### config.mk
export PLATFORM = sky130hd
export DESIGN_NAME = ath_cfg
export DESIGN_NICKNAME = d
export VERILOG_FILES = /design/src/rtl/core/ath_pkg.sv /design/src/rtl/core/ath_cfg.sv
export SDC_FILE = /design/constraint.sdc
export NUM_CORES = 1
export LEC_CHECK = 0
export BUFFER_PORTS_ARGS = -buffer_cell sky130_fd_sc_hd__buf_2
export CAP_MARGIN = 0
export CORE_ASPECT_RATIO = 2
export CORE_MARGIN = 2
export CORE_UTILIZATION = 53
export DETAILED_ROUTE_END_ITERATION = 6
export PLACE_DENSITY = 0.87
export RECOVER_POWER = 50
export REMOVE_ABC_BUFFERS = 1
export SLEW_MARGIN = 20
export SYNTH_ARGS = -nofsm -noshare
export SYNTH_HDL_FRONTEND = slang
export SYNTH_SLANG_ARGS = --single-unit
### constraint.sdc
create_clock -name clk_i -period 1.41 [get_ports clk_i]
set_clock_uncertainty 0.2 [all_clocks]
set_input_delay 0.2115 -clock clk_i [delete_from_list [all_inputs] [get_ports clk_i]]
set_output_delay 0.2115 -clock clk_i [all_outputs]
set_load 0.05 [all_outputs]
### src/rtl/core/ath_pkg.sv
// Shared types and constants of the audio-to-haptic high-pass block.
// Used by the configuration registers, the controller, the datapath and the top level.
// Depends on nothing.
package ath_pkg;

  localparam int SAMPLE_W    = 16;  // Q1.15 audio sample
  localparam int GAIN_W      = 16;  // Q4.12 volume gain
  localparam int GAIN_FRAC   = 12;
  localparam int ALPHA_W     = 16;  // Q0.16 smoothing factor
  localparam int ALPHA_FRAC  = 16;
  localparam int DEC_W       = 7;
  localparam int PHASE_W     = 6;
  localparam int DEC_MAX     = 64;
  localparam int SLOT_W      = 6;
  localparam int X_W         = SAMPLE_W + GAIN_W + 1 - GAIN_FRAC;  // gained sample
  localparam int HAPTIC_FRAC = 15;
  localparam int HAPTIC_SCALE = 127;
  localparam int INT8_MIN    = -128;
  localparam int ROUND_BIAS  = (1 << HAPTIC_FRAC) - 1;

  localparam int IN_DATA_W   = 2 * SAMPLE_W;
  localparam int OUT_DATA_W  = 72;  // four samples and the slot, padded to bytes

  localparam int CFG_IDX_W   = 3;
  localparam int CFG_DATA_W  = 16;

  localparam logic [CFG_IDX_W-1:0] CFG_WIRELESS_MODE  = 3'd0;
  localparam logic [CFG_IDX_W-1:0] CFG_VOLUME_GAIN    = 3'd1;
  localparam logic [CFG_IDX_W-1:0] CFG_ALPHA_WIRED    = 3'd2;
  localparam logic [CFG_IDX_W-1:0] CFG_ALPHA_WIRELESS = 3'd3;
  localparam logic [CFG_IDX_W-1:0] CFG_DECIMATION     = 3'd4;

  localparam logic [GAIN_W-1:0]  GAIN_RESET  = 16'd4096;
  localparam logic [ALPHA_W-1:0] ALPHA_RESET = 16'd32768;
  localparam logic [DEC_W-1:0]   DEC_RESET   = 7'd16;

  typedef struct packed {
    logic               wireless;
    logic [GAIN_W-1:0]  gain;
    logic [ALPHA_W-1:0] alpha_wired;
    logic [ALPHA_W-1:0] alpha_wireless;
    logic [DEC_W-1:0]   decimation;
  } cfg_t;

  // Commands from the controller to the datapath.
  typedef struct packed {
    logic              load_in;
    logic              gain;
    logic              mul;
    logic              acc;
    logic              hp;
    logic              emit_res;
    logic              emit_pad;
    logic [SLOT_W-1:0] slot;
    logic              pkt_last;
  } cmd_t;

  // Status from the datapath to the controller.
  typedef struct packed {
    logic out_free;
  } sts_t;

endpackage

### src/rtl/core/ath_cfg.sv
// Configuration register file of the audio-to-haptic block.
// Depends on ath_pkg for the register indexes, reset values and cfg_t.
module ath_cfg
  import ath_pkg::*;
(
  input  logic                  clk_i,
  input  logic                  rst_ni,
  input  logic                  cfg_valid_i,
  input  logic [CFG_IDX_W-1:0]  cfg_index_i,
  input  logic [CFG_DATA_W-1:0] cfg_data_i,
  output logic                  cfg_ready_o,
  output cfg_t                  cfg_o
);

  cfg_t cfg_q, cfg_d;

  assign cfg_ready_o = 1'b1;

  always_comb begin
    cfg_d = cfg_q;
    if (cfg_valid_i) begin
      case (cfg_index_i)
        CFG_WIRELESS_MODE:  cfg_d.wireless       = cfg_data_i[0];
        CFG_VOLUME_GAIN:    cfg_d.gain           = cfg_data_i;
        CFG_ALPHA_WIRED:    cfg_d.alpha_wired    = cfg_data_i;
        CFG_ALPHA_WIRELESS: cfg_d.alpha_wireless = cfg_data_i;
        CFG_DECIMATION:     cfg_d.decimation     = cfg_data_i[DEC_W-1:0];
        default: ;
      endcase
    end
  end

  always_ff @(posedge clk_i or negedge rst_ni) begin
    if (!rst_ni) begin
      cfg_q.wireless       <= 1'b0;
      cfg_q.gain           <= GAIN_RESET;
      cfg_q.alpha_wired    <= ALPHA_RESET;
      cfg_q.alpha_wireless <= ALPHA_RESET;
      cfg_q.decimation     <= DEC_RESET;
    end else begin
      cfg_q <= cfg_d;
    end
  end

  assign cfg_o = cfg_q;

endmodule

==> results.toml <==
[global_route]
grt.overflow.total = 0
grt_pass1_wl_mm = 7.134
grt_pass1_vias = 1447
grt_max_degree = 57
grt.total_usage_pct = 20.21
antenna_found_initial = 0

[worst_setup_path]
path_buf_inv = 1
worstPathArrival_ps = 1010
r2r-start = "cfg_o[38]"
critPathSlowestCell = "dfstp_2"
critPathRequiredTime_ps = 1000
r2r_end = "cfg_o[38]"
endpoint = "cfg_o[38]"
cp_slowest_stage_delay_ps = 560
reg2regPathDepth = 3
worstPathCellList = "buf_8"
timing.critical_path.from = "cfg_o[38]"
critPathMaxFanout = 2
regToRegSetupSlack_ps = 250
crit_family = "flip-flops"
crit_type = "reg2out"
cp.depth = 1
end_kind = "output port"
crit_path_start_kind = "flop"

[sta]
min_period_ps = 1422
relSlewSlack_pct = 56.09
hold_viol = 0
worst_hold_slack_ps = 4.569
slew_viol_final = 0
max_freq_mhz = 703.3
setup_ws_ps = -11.81
period_share_pct = 100.8
tightest_slew_ps = 658.6
setup_viol = 4
setup_tns_ps = -27.63
rsz0062_at_grt = "true"

[floorplan]
io_pins = 79
fp-row-count = 33
die_h_um = 96.42
die_w_um = 50.21
initial_core_util_pct = 55.37
core_mm2 = 0.004088
dieArea_mm2 = 0.004841

[power]
power_density_mw_per_mm2 = 1862
sw_frac_of_total_pct = 41.23
irDropWorstVdd_v = 0.001327
p_total_w = 0.005569
combPwrFrac_pct = 40.9
p_sw_w = 0.002296
p_leak_nw = 1.455
internal-power_w = 0.003273
p_clk_share_pct = 20.0
p_seq_share_pct = 39.1

[clock_network]
cts_sinks = 56
clk_path_buf_depth = 2
cts_tree = "yes"
clock_latency_ps = 300
h-tree-depth = 2
cts_buffers = 5
clk_pin_slew_ps = 90
cts_root_buf = "clkbuf_8"

[finish]
syn_to_final_growth_pct = 32.17
nFillCells = 292
nets = 250
final_cell_mix = "buf_2, dfrtp_1, mux2_2"
final_common_cell = "buf_2"
antennaDiodeCount = 0
largest_reg_flops = 56
drive_gt1_share_pct = 64.19

[flow_run]
cap_violations = 0

[drt]
wl_per_cell_um = 16.34
viasPerCell = 5.046
num_vias = 1418
drt-initial-drc-count = 15
postRouteAntennaNets = 0
drc = 0
drt_pass1_iterations = 2
wl_mm = 4.592

[synth]
yosysWarningCount = 0
ys_seq_elements = 56
syn-cell-area_mm2 = 0.002263
syn_inst = 125
yosysUniqueCellTypes = 12
syn_avg_cell_area_um2 = 18.11
yosysSeqAreaShare_pct = 62.13

[outcome]
violations = "setup timing"
outcome = "finished, violations left"

[placement]
dpl.hpwl_mm = 3.230
portBuffers = 77
gp_congestion = 0.7711

[min_path]
hold_path_class = "in2reg"
-- area by class of cell --
class,instances,area (um2),share of cell area (%)
clock inverter,1,30.03,1.004
tap,52,65.06,2.175
multi-input combinational,62,737.0,24.63
sequential,56,1406,47.01
clock buffer,7,96.34,3.220
timing repair buffer,103,656.9,21.96
-- routing by layer --
layer | track usage (%) | routed length, um
met4 | 6.944 | 57
met5 | 0 | 0
met2 | 37.39 | 2619
met3 | 3.846 | 182
met1 | 22.74 | 1733
-- cells by family after synthesis --
group / Yosys count / synth area share, %
buffers and inverters: 7 / 3.814
DFF: 56 / 62.13
muxes: 56 / 31.18
other: 1 / 0.1657
and+or+nand+nor: 5 / 2.709
-- power groups by stage --
| stage | clock network, W | registers, W | logic [W] |
|---|---|---|---|
| after floorplan | 0 | 0.00345 | 0.000413 |
| after global placement | 0 | 0.00219 | 0.00220 |
| after detailed placement | 0 | 0.00220 | 0.00223 |
| after CTS | 0.00113 | 0.00218 | 0.00233 |
| after global routing | 0.00120 | 0.00222 | 0.00237 |
| final | 0.00111 | 0.00218 | 0.00228 |
-- what timing repair did --
item                                   4_1_cts  5_1_grt
hold buffers                                15        0
setup endpoints to repair                    4        8
resized for setup                           12        4
buffers inserted                             1        1
endpoints found under the hold margin      103        0
-- synthesized netlist by cell type, drive strengths merged --
master	number	area [um2]
dfrtp	52	1301
dfstp	4	105.1
mux2	56	705.7
nand4b	1	15.01
conb	1	3.750
and4bb	3	37.54
nor4b	1	8.760
buf	7	86.33
-- per-stage QoR --
stage | std cells | setup slack, ps | instance area (um2) | utilization (%)
after CTS | 280 | -27.37 | 3057 | 74.78
final | 281 | -11.81 | 2992 | 73.19
after floorplan | 118 | -63.22 | 2177 | -
after global placement | 256 | -81.48 | 2733 | 66.85
after global routing | 281 | -44.66 | 2992 | 73.19
after detailed placement | 256 | -104.8 | 2733 | 66.85
-- how the worst min path moves through the flow --
stage	endpoint	from	slack, ps	cells past startpoint
after floorplan	cfg_o[0]	rst_ni	-280	0
after global placement	cfg_o[33]	rst_ni	30	2
after detailed placement	cfg_o[17]	rst_ni	30	2
after CTS	cfg_o[39]	cfg_data_i[0]	0.2	2
after global routing	cfg_o[45]	cfg_data_i[6]	2	2
final	cfg_o[23]	cfg_data_i[0]	5	2
No activity file was read; power rests on OpenSTA's default activity.
