==> src/rtl/core/ath_pkg.sv <==
// Shared types and constants of the audio-to-haptic high-pass block.
// Used by the configuration registers, the controller, the datapath and the top level.
// Depends on nothing.
package ath_pkg;

  localparam int SAMPLE_W    = 16;  // Q1.15 audio sample
  localparam int GAIN_W      = 16;  // Q4.12 volume gain
  localparam int GAIN_FRAC   = 12;
  localparam int ALPHA_W     = 16;  // Q0.16 smoothing factor
  localparam int ALPHA_FRAC  = 16;
  localparam int DEC_W       = 7;
  localparam int PHASE_W     = 6;
  localparam int DEC_MAX     = 64;
  localparam int SLOT_W      = 6;
  localparam int X_W         = SAMPLE_W + GAIN_W + 1 - GAIN_FRAC;  // gained sample
  localparam int HAPTIC_FRAC = 15;
  localparam int HAPTIC_SCALE = 127;
  localparam int INT8_MIN    = -128;
  localparam int ROUND_BIAS  = (1 << HAPTIC_FRAC) - 1;

  localparam int IN_DATA_W   = 2 * SAMPLE_W;
  localparam int OUT_DATA_W  = 72;  // four samples and the slot, padded to bytes

  localparam int CFG_IDX_W   = 3;
  localparam int CFG_DATA_W  = 16;

  localparam logic [CFG_IDX_W-1:0] CFG_WIRELESS_MODE  = 3'd0;
  localparam logic [CFG_IDX_W-1:0] CFG_VOLUME_GAIN    = 3'd1;
  localparam logic [CFG_IDX_W-1:0] CFG_ALPHA_WIRED    = 3'd2;
  localparam logic [CFG_IDX_W-1:0] CFG_ALPHA_WIRELESS = 3'd3;
  localparam logic [CFG_IDX_W-1:0] CFG_DECIMATION     = 3'd4;

  localparam logic [GAIN_W-1:0]  GAIN_RESET  = 16'd4096;
  localparam logic [ALPHA_W-1:0] ALPHA_RESET = 16'd32768;
  localparam logic [DEC_W-1:0]   DEC_RESET   = 7'd16;

  typedef struct packed {
    logic               wireless;
    logic [GAIN_W-1:0]  gain;
    logic [ALPHA_W-1:0] alpha_wired;
    logic [ALPHA_W-1:0] alpha_wireless;
    logic [DEC_W-1:0]   decimation;
  } cfg_t;

  // Commands from the controller to the datapath.
  typedef struct packed {
    logic              load_in;
    logic              gain;
    logic              mul;
    logic              acc;
    logic              hp;
    logic              emit_res;
    logic              emit_pad;
    logic [SLOT_W-1:0] slot;
    logic              pkt_last;
  } cmd_t;

  // Status from the datapath to the controller.
  typedef struct packed {
    logic out_free;
  } sts_t;

endpackage

==> src/rtl/core/ath_ctrl.sv <==
// Controller of the audio-to-haptic block: frame sequencing, decimation phase,
// slot and packet counters, and zero padding. Depends on ath_pkg.
module ath_ctrl
  import ath_pkg::*;
#(
  parameter int PACKET_PAIRS       = 32,
  parameter int PACKETS_PER_BUFFER = 2
) (
  input  logic clk_i,
  input  logic rst_ni,
  input  cfg_t cfg_i,
  input  logic s_valid_i,
  input  logic s_first_i,
  input  logic s_last_i,
  output logic s_ready_o,
  input  sts_t sts_i,
  output cmd_t cmd_o
);

  localparam int TOTAL_SLOTS = PACKET_PAIRS * PACKETS_PER_BUFFER;
  localparam int PAIRS_W     = $clog2(TOTAL_SLOTS + 1);
  localparam int POS_W       = (PACKET_PAIRS > 1) ? $clog2(PACKET_PAIRS) : 1;

  localparam logic [2:0] ST_IDLE = 3'd0;
  localparam logic [2:0] ST_GAIN = 3'd1;
  localparam logic [2:0] ST_MUL  = 3'd2;
  localparam logic [2:0] ST_ACC  = 3'd3;
  localparam logic [2:0] ST_HP   = 3'd4;
  localparam logic [2:0] ST_EMIT = 3'd5;
  localparam logic [2:0] ST_PAD  = 3'd6;

  logic [2:0]         state_q, state_d;
  logic [PHASE_W-1:0] phase_q, phase_d;
  logic [PAIRS_W-1:0] pairs_q, pairs_d;
  logic [POS_W-1:0]   pos_q, pos_d;
  logic               last_q, last_d;

  logic [PHASE_W-1:0] phase_eff;
  logic [PAIRS_W-1:0] pairs_eff;
  logic [POS_W-1:0]   pos_eff;
  logic [DEC_W-1:0]   dec_eff;
  logic               room;
  logic [POS_W-1:0]   pos_inc;

  function automatic logic [PHASE_W-1:0] next_phase(input logic [PHASE_W-1:0] p,
                                                    input logic [DEC_W-1:0] d);
    logic [DEC_W-1:0] n;
    n = DEC_W'(p) + DEC_W'(1);
    return (n >= d) ? '0 : n[PHASE_W-1:0];
  endfunction

  // A decimation of zero acts as one, anything above the maximum as the maximum.
  assign dec_eff = (cfg_i.decimation == '0) ? DEC_W'(1) :
                   (cfg_i.decimation > DEC_W'(DEC_MAX)) ? DEC_W'(DEC_MAX) :
                   cfg_i.decimation;

  // A first frame clears the counters before the frame itself is handled.
  assign phase_eff = s_first_i ? '0 : phase_q;
  assign pairs_eff = s_first_i ? '0 : pairs_q;
  assign pos_eff   = s_first_i ? '0 : pos_q;

  assign room    = pairs_q < PAIRS_W'(TOTAL_SLOTS);
  assign pos_inc = (pos_q == POS_W'(PACKET_PAIRS - 1)) ? '0 : pos_q + POS_W'(1);

  always_comb begin
    state_d = state_q;
    phase_d = phase_q;
    pairs_d = pairs_q;
    pos_d   = pos_q;
    last_d  = last_q;
    cmd_o   = '0;
    cmd_o.slot     = cfg_i.wireless ? SLOT_W'(pairs_q) : '0;
    cmd_o.pkt_last = cfg_i.wireless && (pos_q == POS_W'(PACKET_PAIRS - 1));
    s_ready_o = (state_q == ST_IDLE);

    case (state_q)
      ST_IDLE: begin
        if (s_valid_i) begin
          cmd_o.load_in = 1'b1;
          last_d  = s_last_i;
          phase_d = phase_eff;
          pairs_d = pairs_eff;
          pos_d   = pos_eff;
          if (!cfg_i.wireless || phase_eff == '0) begin
            state_d = ST_GAIN;
          end else begin
            phase_d = next_phase(phase_eff, dec_eff);
            state_d = s_last_i ? ST_PAD : ST_IDLE;
          end
        end
      end
      ST_GAIN: begin
        cmd_o.gain = 1'b1;
        state_d = ST_MUL;
      end
      ST_MUL: begin
        cmd_o.mul = 1'b1;
        state_d = ST_ACC;
      end
      ST_ACC: begin
        cmd_o.acc = 1'b1;
        state_d = ST_HP;
      end
      ST_HP: begin
        cmd_o.hp = 1'b1;
        state_d = ST_EMIT;
      end
      ST_EMIT: begin
        if (!cfg_i.wireless) begin
          if (sts_i.out_free) begin
            cmd_o.emit_res = 1'b1;
            state_d = ST_IDLE;
          end
        end else if (!room) begin
          // Buffer is full: the pair is dropped, the filter has still moved on.
          phase_d = next_phase(phase_q, dec_eff);
          state_d = last_q ? ST_PAD : ST_IDLE;
        end else if (sts_i.out_free) begin
          cmd_o.emit_res = 1'b1;
          pairs_d = pairs_q + PAIRS_W'(1);
          pos_d   = pos_inc;
          phase_d = next_phase(phase_q, dec_eff);
          state_d = last_q ? ST_PAD : ST_IDLE;
        end
      end
      ST_PAD: begin
        if (!room) begin
          state_d = ST_IDLE;
        end else if (sts_i.out_free) begin
          cmd_o.emit_pad = 1'b1;
          pairs_d = pairs_q + PAIRS_W'(1);
          pos_d   = pos_inc;
        end
      end
      default: state_d = ST_IDLE;
    endcase
  end

  always_ff @(posedge clk_i or negedge rst_ni) begin
    if (!rst_ni) begin
      state_q <= ST_IDLE;
      phase_q <= '0;
      pairs_q <= '0;
      pos_q   <= '0;
      last_q  <= 1'b0;
    end else begin
      state_q <= state_d;
      phase_q <= phase_d;
      pairs_q <= pairs_d;
      pos_q   <= pos_d;
      last_q  <= last_d;
    end
  end

endmodule

==> config.mk <==
export PLATFORM = sky130hd
export DESIGN_NAME = ath_ctrl
export DESIGN_NICKNAME = d
export VERILOG_FILES = /design/src/rtl/core/ath_pkg.sv /design/src/rtl/core/ath_ctrl.sv
export SDC_FILE = /design/constraint.sdc
export NUM_CORES = 1
export LEC_CHECK = 0
export BUFFER_PORTS_ARGS = -buffer_cell sky130_fd_sc_hd__buf_4
export CORE_AREA = 4 4 67 69
export CTS_CLUSTER_DIAMETER = 60
export DETAILED_ROUTE_END_ITERATION = 12
export DIE_AREA = 0 0 71 73
export PLACE_DENSITY = 0.93
export SYNTH_ARGS = -nofsm -noshare
export SYNTH_HDL_FRONTEND = slang
export SYNTH_SLANG_ARGS = --single-unit
==> constraint.sdc <==
create_clock -name clk_i -period 6.3 [get_ports clk_i]
set_input_delay 1.26 -clock clk_i [delete_from_list [all_inputs] [get_ports clk_i]]
set_output_delay 1.26 -clock clk_i [all_outputs]
set_load 0.02 [all_outputs]
==> results of run 1 <==
[metrics by stage]
| stage | util (%) | worst slack (ns) |
|---|---|---|
| after floorplan | - | 2.73 |
| after global placement | 57.8 | 2.53 |
| after detailed placement | 57.8 | 2.48 |
| after CTS | 59.7 | 2.75 |
| after global routing | 59.7 | 2.47 |
| final | 59.7 | 2.69 |
[worst reg2reg max path: stages, from the launching register on]
cell,delay (ns)
dfrtp_1,0.47
nand2b_1,0.18
inv_1,0.08
ha_1,0.23
xnor2_1,0.16
ha_1,0.30
nand2_1,0.04
o21ai_0,0.27
a41oi_1,0.18
a211oi_2,0.47
o21ai_1,0.14
a32o_1,0.28
[state kept, by name (all words and copies together), names as in the netlist]
name	cells
pairs_q	7
phase_q	6
pos_q	5
state_q	3
last_q	1
[cell usage after synthesis (all sizes together) (2+ instances only)]
| cell | n | area share (%) |
|---|---|---|
| nand2 | 31 | 5.7 |
| nor3 | 11 | 3.2 |
| mux2 | 2 | 1.1 |
| dfrtp | 22 | 27 |
| buf | 7 | 2.3 |
| and3 | 8 | 3.2 |
| or2 | 3 | 0.91 |
| a31oi | 2 | 0.61 |
| a21oi | 13 | 3.2 |
| nor2b | 9 | 2.7 |
| xor2 | 3 | 1.6 |
| clkbuf | 4 | 0.73 |
| and2 | 5 | 1.5 |
| nor4 | 3 | 1.2 |
| a32o | 3 | 1.5 |
| o21ai | 19 | 4.6 |
| o31ai | 6 | 2.4 |
| inv | 14 | 2.6 |
| a21o | 3 | 1.1 |
| nand2b | 8 | 2.4 |
| nand3 | 11 | 2.7 |
| nor2 | 26 | 4.8 |
| ha | 18 | 11 |
| xnor2 | 5 | 2.1 |
[path summary, 6_finish.rpt]
kind                       cells after the start          to
min reg2reg                                    1  pairs_q[4]
min                                            1  pairs_q[4]
min in group asynchronous                      1  phase_q[5]
max in group asynchronous                      1      last_q
max                                           12  phase_q[1]
max reg2reg                                   11  phase_q[1]
[final cells by class]
class | instances | area [µm²]
fillers | 364 | 1580
multi-input cells | 211 | 1390
flip-flops and latches | 22 | 551
repair buffers | 28 | 210
well taps | 50 | 62.6
inverters | 14 | 52.6
clock buffers | 3 | 41.3
clock inverters | 1 | 30.0
[cell families (layout without fill, tap and decap cells)]
logic type / Yosys count / in the layout / share of synthesized area (%)
AOI/OAI and AO/OA: 59 / 59 / 19.4
buffers and inverters: 25 / 46 / 5.61
xor gates and xnor gates: 8 / 8 / 3.78
muxes: 3 / 3 / 1.58
and+or+nand+nor: 122 / 122 / 31.3
adders and majority gates: 19 / 19 / 11.5
DFF: 22 / 22 / 26.8
[power groups by stage]
stage	Clock, µW	Sequential, µW	Combinational (µW)
finish	133	256	447
global route	140	264	502
CTS	134	253	446
detailed placement	0	256	443
global placement	0	253	422
floorplan	0	207	392
[metal layers]
layer  vias up  part of all wire [%]  GRT usage, %  routed length [µm]
met2        94                    50          35.0                2480
met5         -                     0             0                   0
li1        962                     -             -                   -
met1       949                    42          24.4                2060
met3         8                   7.4          3.31                 363
met4         0                  0.77          5.85                  38
==> impl_metrics.yaml, run 1 <==
grt:
  gr-total-overflow: 0
  grt_pass1_vias: 1914
  grt_antenna_before_repair: 0
  grt_use_total_pct: 19.7
  grt_pass1_wl_um: 8420
  grt_max_degree: 23
sta:
  relSlewSlack_pct: 51.4
  min_period_over_period_pct: 57.4
  min_period_ns: 3.61
  slew_viol_final: 0
  hold_slack_ns: 0.489
  clock.fmax_mhz: 277
  max_slew.worst_pin.slew_ns: 0.729
  rsz0062_at_grt: "no"
  setup_viol: 0
  finalHoldViolCount: 0
  tns_ns: 0
  finClkSkew_ns: 0.00220
die:
  fp-row-count: 23
  core_um2: 3910
  pin_count: 77
  die_w_um: 71
  dieArea_um2: 5180
  initial_core_util_pct: 52.5
  chipHeight_um: 73
synthesis:
  netlist_instances: 258
  synthesis.area_um2: 2050
  synth_edf_count: 0
  yosysSeqAreaShare_pct: 26.8
  async_flop_share_pct: 100
  syn-num-nets: 338
  synth-main-ff-cell: "dfrtp_1"
  synth_cell_type_count: 55
  ys_seq_elements: 22
  syn_avg_cell_area_um2: 7.96
  yosysWarningCount: 0
finish:
  fin_cells: 329
  design_area_um2: 2330
  diodes: 0
  mostFrequentLayoutCells: "nand2_1, buf_4, nor2_1"
  syn2layout_area_growth_pct: 13.7
  drive_gt1_share_pct: 17.2
  layout.nets: 360
  final_common_cell: "nand2_1"
setup_path:
  cpPeakStageDelay_ns: 0.47
  cp_num_buf_inv: 2
  r2r-start: "phase_q[0]"
  start_kind: "primary input"
  crit_path_end_kind: "register"
  required_ns: 6.46
  cpMostUsedCell: "ha_1"
  critPathSlowestCell: "a211oi_2"
  rrSetupSlack_ns: 3.39
  critPathKind: "primary input to register"
  path_cells: "buf_4 > nand2b_1 > inv_1 > ha_1 > xnor2_1 > ha_1 > nand2_1 > o21ai_0 > a41oi_1 > a211oi_2 > o21ai_1 > a32o_1"
  cp-startpoint: "s_first_i"
  cp.arrival_ns: 3.77
  cp_max_fo: 13
  cp_top_family: "compound AO/OA/AOI/OAI gates"
power:
  p_switching_uw: 383
  clkPwrFrac_pct: 15.9
  combPwrFrac_pct: 53.4
  switching_share_pct: 45.8
  p_seq_share_pct: 30.6
  fin_total_pwr_uw: 837
  vdd_drop_max_mv: 0.343
  powerDensity_nw_per_um2: 358
  p_leak_uw: 0.00107
  p_int_uw: 454
detailed_routing:
  drtPass1Iterations: 4
  first_iter_violations: 144
  drc: 0
  viasPerCell: 6.12
  num_vias: 2013
  wire_per_inst_um: 15.0
  drt-total-wl_um: 4940
  antenna_left: 0
cts:
  clk_pin_slew_worst_paths_ns: 0.08
  cts_setup_buffers: 0
  cts.sinks: 22
  cts_hold_buf: 0
  htreeDepth: 1
  post_cts_resized: 0
  cts_buffers: 3
  cts_buffer_depth: 2
  clock_latency_ns: 0.27
  cts_tree: "done"
  cts_root_buffer: "clkbuf_8"
place:
  placed_cell_area_um2: 2260
  place.gp.congestion: 0.965
  place_inst: 325
  portBuffers: 28
  dp_hpwl_um: 3750
outcome:
  status: "finished, final reports clean"
flow_run:
  maxCapViolCount: 0
worst_hold_path:
  min_from: "pairs_q[4]"
  holdCritPathClass: "register to register"
Power figures use the tool's default switching activity.
==> run 2: changes to the inputs <==
- CORE_AREA: 4 4 67 69 -> 4 4 70 72
- DIE_AREA: 0 0 71 73 -> 0 0 74 76
- PLACE_DENSITY: 0.93 -> 0.86
- clock period: 6.3 -> 3.6 ns (I/O delays scaled with it)
==> run 2 against run 1 <==
Utilization down 5.9 points. Global-route usage down 1.6 points. Sequential share of layout area up 0.28 points. Combinational power up 73%. Non-clock buffer count unchanged. Worst setup slack worse by 2.2 ns. Hold slack worse by 0.15 ns. First-iteration DRC count up 4.2%. Register-to-register slack worse by 2.7 ns. Final cell count up 0.30%. Critical path depth unchanged. Largest power group unchanged. Highest routed layer unchanged.
==> impl_metrics.yaml, run 2 (synthesis results as in run 1) <==
outcome:
  status: "finished, final reports clean"
sta:
  tns_ns: 0
  finClkSkew_ns: 0.00602
  min_period_over_period_pct: 85.8
  finalHoldViolCount: 0
  clock.fmax_mhz: 324
  max_slew.worst_pin.slew_ns: 0.680
  rsz0062_at_grt: "no"
  relSlewSlack_pct: 54.7
  setup_viol: 0
  slew_viol_final: 0
  min_period_ns: 3.09
place:
  portBuffers: 28
  place.gp.congestion: 0.923
  dp_hpwl_um: 3680
  place_inst: 327
  placed_cell_area_um2: 2270
finish:
  mostFrequentLayoutCells: "nand2_1, buf_4, nor2_1"
  final_common_cell: "nand2_1"
  syn2layout_area_growth_pct: 12.4
  drive_gt1_share_pct: 16.9
  regMostFlops: "pairs_q"
  fill_cells: 410
  fin_cells: 330
  diodes: 0
  layout.nets: 360
  reg_top3: "pairs_q x7, phase_q x6, pos_q x5"
  design_area_um2: 2310
  largest_register_ffs: 7
grt:
  grt_use_total_pct: 18.0
  gr-total-overflow: 0
  grt_pass1_wl_um: 8300
  grt_pass1_vias: 1859
  grt_max_degree: 23
  grt_antenna_before_repair: 0
setup_path:
  cp_max_fo: 13
  critPathKind: "primary input to register"
  cp.arrival_ns: 3.23
  start_kind: "primary input"
  required_ns: 3.74
  crit_path_end_kind: "register"
detailed_routing:
  drt-total-wl_um: 4720
  antenna_left: 0
  drc: 0
  viasPerCell: 5.74
  drtPass1Iterations: 4
  first_iter_violations: 150
  num_vias: 1893
  wire_per_inst_um: 14.3
cts:
  clock_latency_ns: 0.26
  cts_buffer_depth: 2
  cts_buffers: 3
  htreeDepth: 1
  clk_pin_slew_worst_paths_ns: 0.08
  cts_tree: "done"
  cts_setup_buffers: 0
  cts_hold_buf: 0
  cts_root_buffer: "clkbuf_8"
  post_cts_resized: 0
  cts.sinks: 22
die:
  die_w_um: 74
  dieArea_um2: 5620
  initial_core_util_pct: 47.8
  core_um2: 4290
  pin_count: 77
  chipHeight_um: 76
  fp-row-count: 24
power:
  powerDensity_nw_per_um2: 594
  vdd_drop_max_mv: 0.313
  p_leak_uw: 0.00106
flow_run:
  maxCapViolCount: 0
worst_hold_path:
  holdCritPathClass: "primary input to async pin"
run 2: stage by stage:
step	total power [µW]	hold slack (ns)	setup slack, ns	util, %
after global placement	1190	0.469	0.333	52.8
after CTS	1370	0.343	0.514	53.7
after floorplan	1050	0.424	0.574	-
final	1370	0.335	0.512	53.7
after global routing	1500	0.342	0.304	53.7
after detailed placement	1220	0.481	0.238	52.8
run 2: final timing paths:
check	startpoint	to	slack, ns	depth (start not counted)
worst max-delay path	s_first_i	phase_q[4]	0.51	12
worst max register to register	phase_q[0]	phase_q[4]	0.69	11
min in group clk_i	pos_q[4]	pos_q[4]	0.50	2
worst min register to register	pos_q[4]	pos_q[4]	0.50	2
max in group asynchronous	rst_ni	pos_q[1]	3.03	1
worst min-delay path	rst_ni	pairs_q[5]	0.33	1
run 2: cell type report:
class	count	area, µm²	area share (%)
clock buffers	3	41.3	1.79
inverters	14	52.6	2.28
multi-input cells	211	1390	60.1
flip-flops and latches	22	551	23.9
well taps	52	65.1	2.82
repair buffers	28	210	9.11
run 2: power breakdown:
part	switching, µW	total, µW	internal, µW
sequential	138	447	309
clock	75.0	150	74.7
combinational	438	773	335
run 2: metal layers:
layer  part of all wire, %  global-route usage (%)  wire length (µm)
met5                     0                       0                 0
met1                    44                    24.8              2090
met4                   1.4                    5.07                67
met3                   5.0                    2.24               234
met2                    49                    29.3              2320
run 2: critical path, cell delays in order:
cell and delay, ns:
buf_4 0.16, nand2b_1 0.20, inv_1 0.08, ha_1 0.23, xnor2_1 0.17, ha_1 0.31, nand2_1 0.05, o21ai_0 0.28
a41oi_1 0.20, a211oi_2 0.44, nor3_1 0.12, a221o_1 0.27
==> run 3: changes to the inputs <==
==> constraint.sdc (replaced) <==
create_clock -name clk_i -period 3.6 [get_ports clk_i]
set_input_delay 0 -clock clk_i [delete_from_list [all_inputs] [get_ports clk_i]]
set_output_delay 0 -clock clk_i [all_outputs]
set_load 0.02 [all_outputs]
==> run 3 against run 2 <==
Sequential share of layout area shrank 0.21 points. Global-route usage up 0.053 points. Non-clock buffer count up 2. Cell area is 0.87% higher. Worst setup slack gained 0.17 ns. Clock skew is essentially flat. Largest power group unchanged. Sequential cell count unchanged.
==> impl_metrics.yaml, run 3 (synthesis results as in run 1) <==
detailed_routing:
  drtPass1Iterations: 4
  antenna_left: 0
  num_vias: 1912
  wire_per_inst_um: 14.3
  viasPerCell: 5.76
  drc: 0
  drt-total-wl_um: 4740
  first_iter_violations: 144
setup_path:
  cpPeakStageDelay_ns: 0.46
  cp-startpoint: "phase_q[0]"
  timing.rr.end: "phase_q[4]"
  cp.arrival_ns: 3.06
  cp_max_fo: 7
  critPathKind: "register to register"
  crit_path_end_kind: "register"
  path_cells: "nand2b_1 > inv_1 > ha_1 > xnor2_1 > ha_1 > nand2_1 > o21ai_0 > a41oi_1 > a211oi_2 > nor3_1 > a221o_1"
  required_ns: 3.74
  critPathSlowestCell: "dfrtp_1"
  rr_worst_depth: 11
  start_kind: "register"
  cpMostUsedCell: "ha_1"
  endpoint: "phase_q[4]"
  rrSetupSlack_ns: 0.68
  r2r-start: "phase_q[0]"
grt:
  grt_max_degree: 23
  use_met2_pct: 29.6
  gr-total-overflow: 0
  grt_pass1_vias: 1871
  top_usage_layer: "met2"
  met3_usage_pct: 2.24
  grt_pass1_wl_um: 8340
  met1_usage_pct: 24.7
  grt_antenna_before_repair: 0
  grt_use_total_pct: 18.1
sta:
  hold_slack_ns: 0.149
  finClkSkew_ns: 0.00617
  finalHoldViolCount: 0
  min_period_ns: 2.92
  slew_viol_final: 0
  max_slew.worst_pin.slew_ns: 0.680
  relSlewSlack_pct: 54.7
  tns_ns: 0
  rsz0062_at_grt: "no"
  setup_viol: 0
  min_period_over_period_pct: 81.0
  clock.fmax_mhz: 343
cts:
  cts_root_buffer: "clkbuf_8"
  clock_latency_ns: 0.26
  cts_buffers: 3
  cts.sinks: 22
  cts_setup_buffers: 0
  htreeDepth: 1
  clk_pin_slew_worst_paths_ns: 0.08
  post_cts_resized: 0
  cts_buffer_depth: 2
  cts_tree: "done"
  cts_hold_buf: 2
die:
  chipHeight_um: 76
  pin_count: 77
  die_w_um: 74
  dieArea_um2: 5620
  core_um2: 4290
  fp-row-count: 24
  initial_core_util_pct: 47.8
finish:
  fin_cells: 332
  regMostFlops: "pairs_q"
  post-route-util_pct: 54.2
  drive_gt1_share_pct: 16.8
  layout.nets: 362
  mostFrequentLayoutCells: "nand2_1, buf_4, nor2_1"
  reg_top3: "pairs_q x7, phase_q x6, pos_q x5"
  design_area_um2: 2330
  fill_cells: 408
  diodes: 0
  syn2layout_area_growth_pct: 13.3
  final_common_cell: "nand2_1"
  largest_register_ffs: 7
power:
  p_leak_uw: 0.00107
  powerDensity_nw_per_um2: 590
  p_int_uw: 720
  p_switching_uw: 654
  p_seq_share_pct: 32.6
  combPwrFrac_pct: 56.5
  vdd_drop_max_mv: 0.317
  switching_share_pct: 47.6
  clkPwrFrac_pct: 10.9
place:
  dp_hpwl_um: 3680
  placed_cell_area_um2: 2270
  portBuffers: 28
  place_inst: 327
  place.gp.congestion: 0.923
worst_hold_path:
  holdCritPathClass: "primary input to register"
outcome:
  status: "finished, final reports clean"
flow_run:
  maxCapViolCount: 0
run 3: changes by cell type in the layout (fill, tap and decap cells not counted):
cell | previous run | this run
dlygate4sd3_1 | 0 | 2
run 3: worst min path at each step:
stage           start          to  slack [ns]  cells after the start
2_1_floorplan  rst_ni      last_q       -0.30                      0
3_5_place_dp   rst_ni  pairs_q[5]       -0.09                      1
6_report        sts_i  state_q[0]        0.15                      3
5_1_grt         sts_i  state_q[0]        0.17                      3
4_1_cts         sts_i  state_q[0]        0.15                      3
3_3_place_gp   rst_ni  pairs_q[2]        -0.1                      1
run 3: area by class of cell:
class	instances	area (µm²)	area share (%)
inverters	14	52.6	2.26
repair buffers	30	230	9.89
well taps	52	65.1	2.80
flip-flops and latches	22	551	23.7
multi-input cells	211	1390	59.6
clock buffers	3	41.3	1.77
run 3: worst max-delay path, delay by kind of cell, from the launching register on:
kind / cells / cell delay [ns]
adder cells (fa/ha/maj): 2 / 0.54
AO/OA/AOI/OAI: 4 / 1.19
AND/OR/NAND/NOR: 3 / 0.35
XOR/XNOR: 1 / 0.17
buffers and inverters: 1 / 0.08
flip-flops: 1 / 0.46
run 3: power groups by stage:
stage               logic, µW  registers, µW  clock network, µW
floorplan                 686            362                  0
global placement          745            441                  0
detailed placement        770            448                  0
CTS                       778            444                153
global route              877            463                167
finish                    776            448                150
run 3: per-stage QoR:
step	setup WS [ns]	power, µW
after floorplan	1.14	1050
after global placement	0.803	1190
after detailed placement	0.708	1220
after CTS	0.690	1370
after global routing	0.468	1510
final	0.682	1370
run 3: layer usage:
metal / vias to the layer above / share of wire, %
met1: 874 / 44
met5: - / 0
met2: 61 / 50
met3: 9 / 5.4
li1: 968 / -
met4: 0 / 1.4
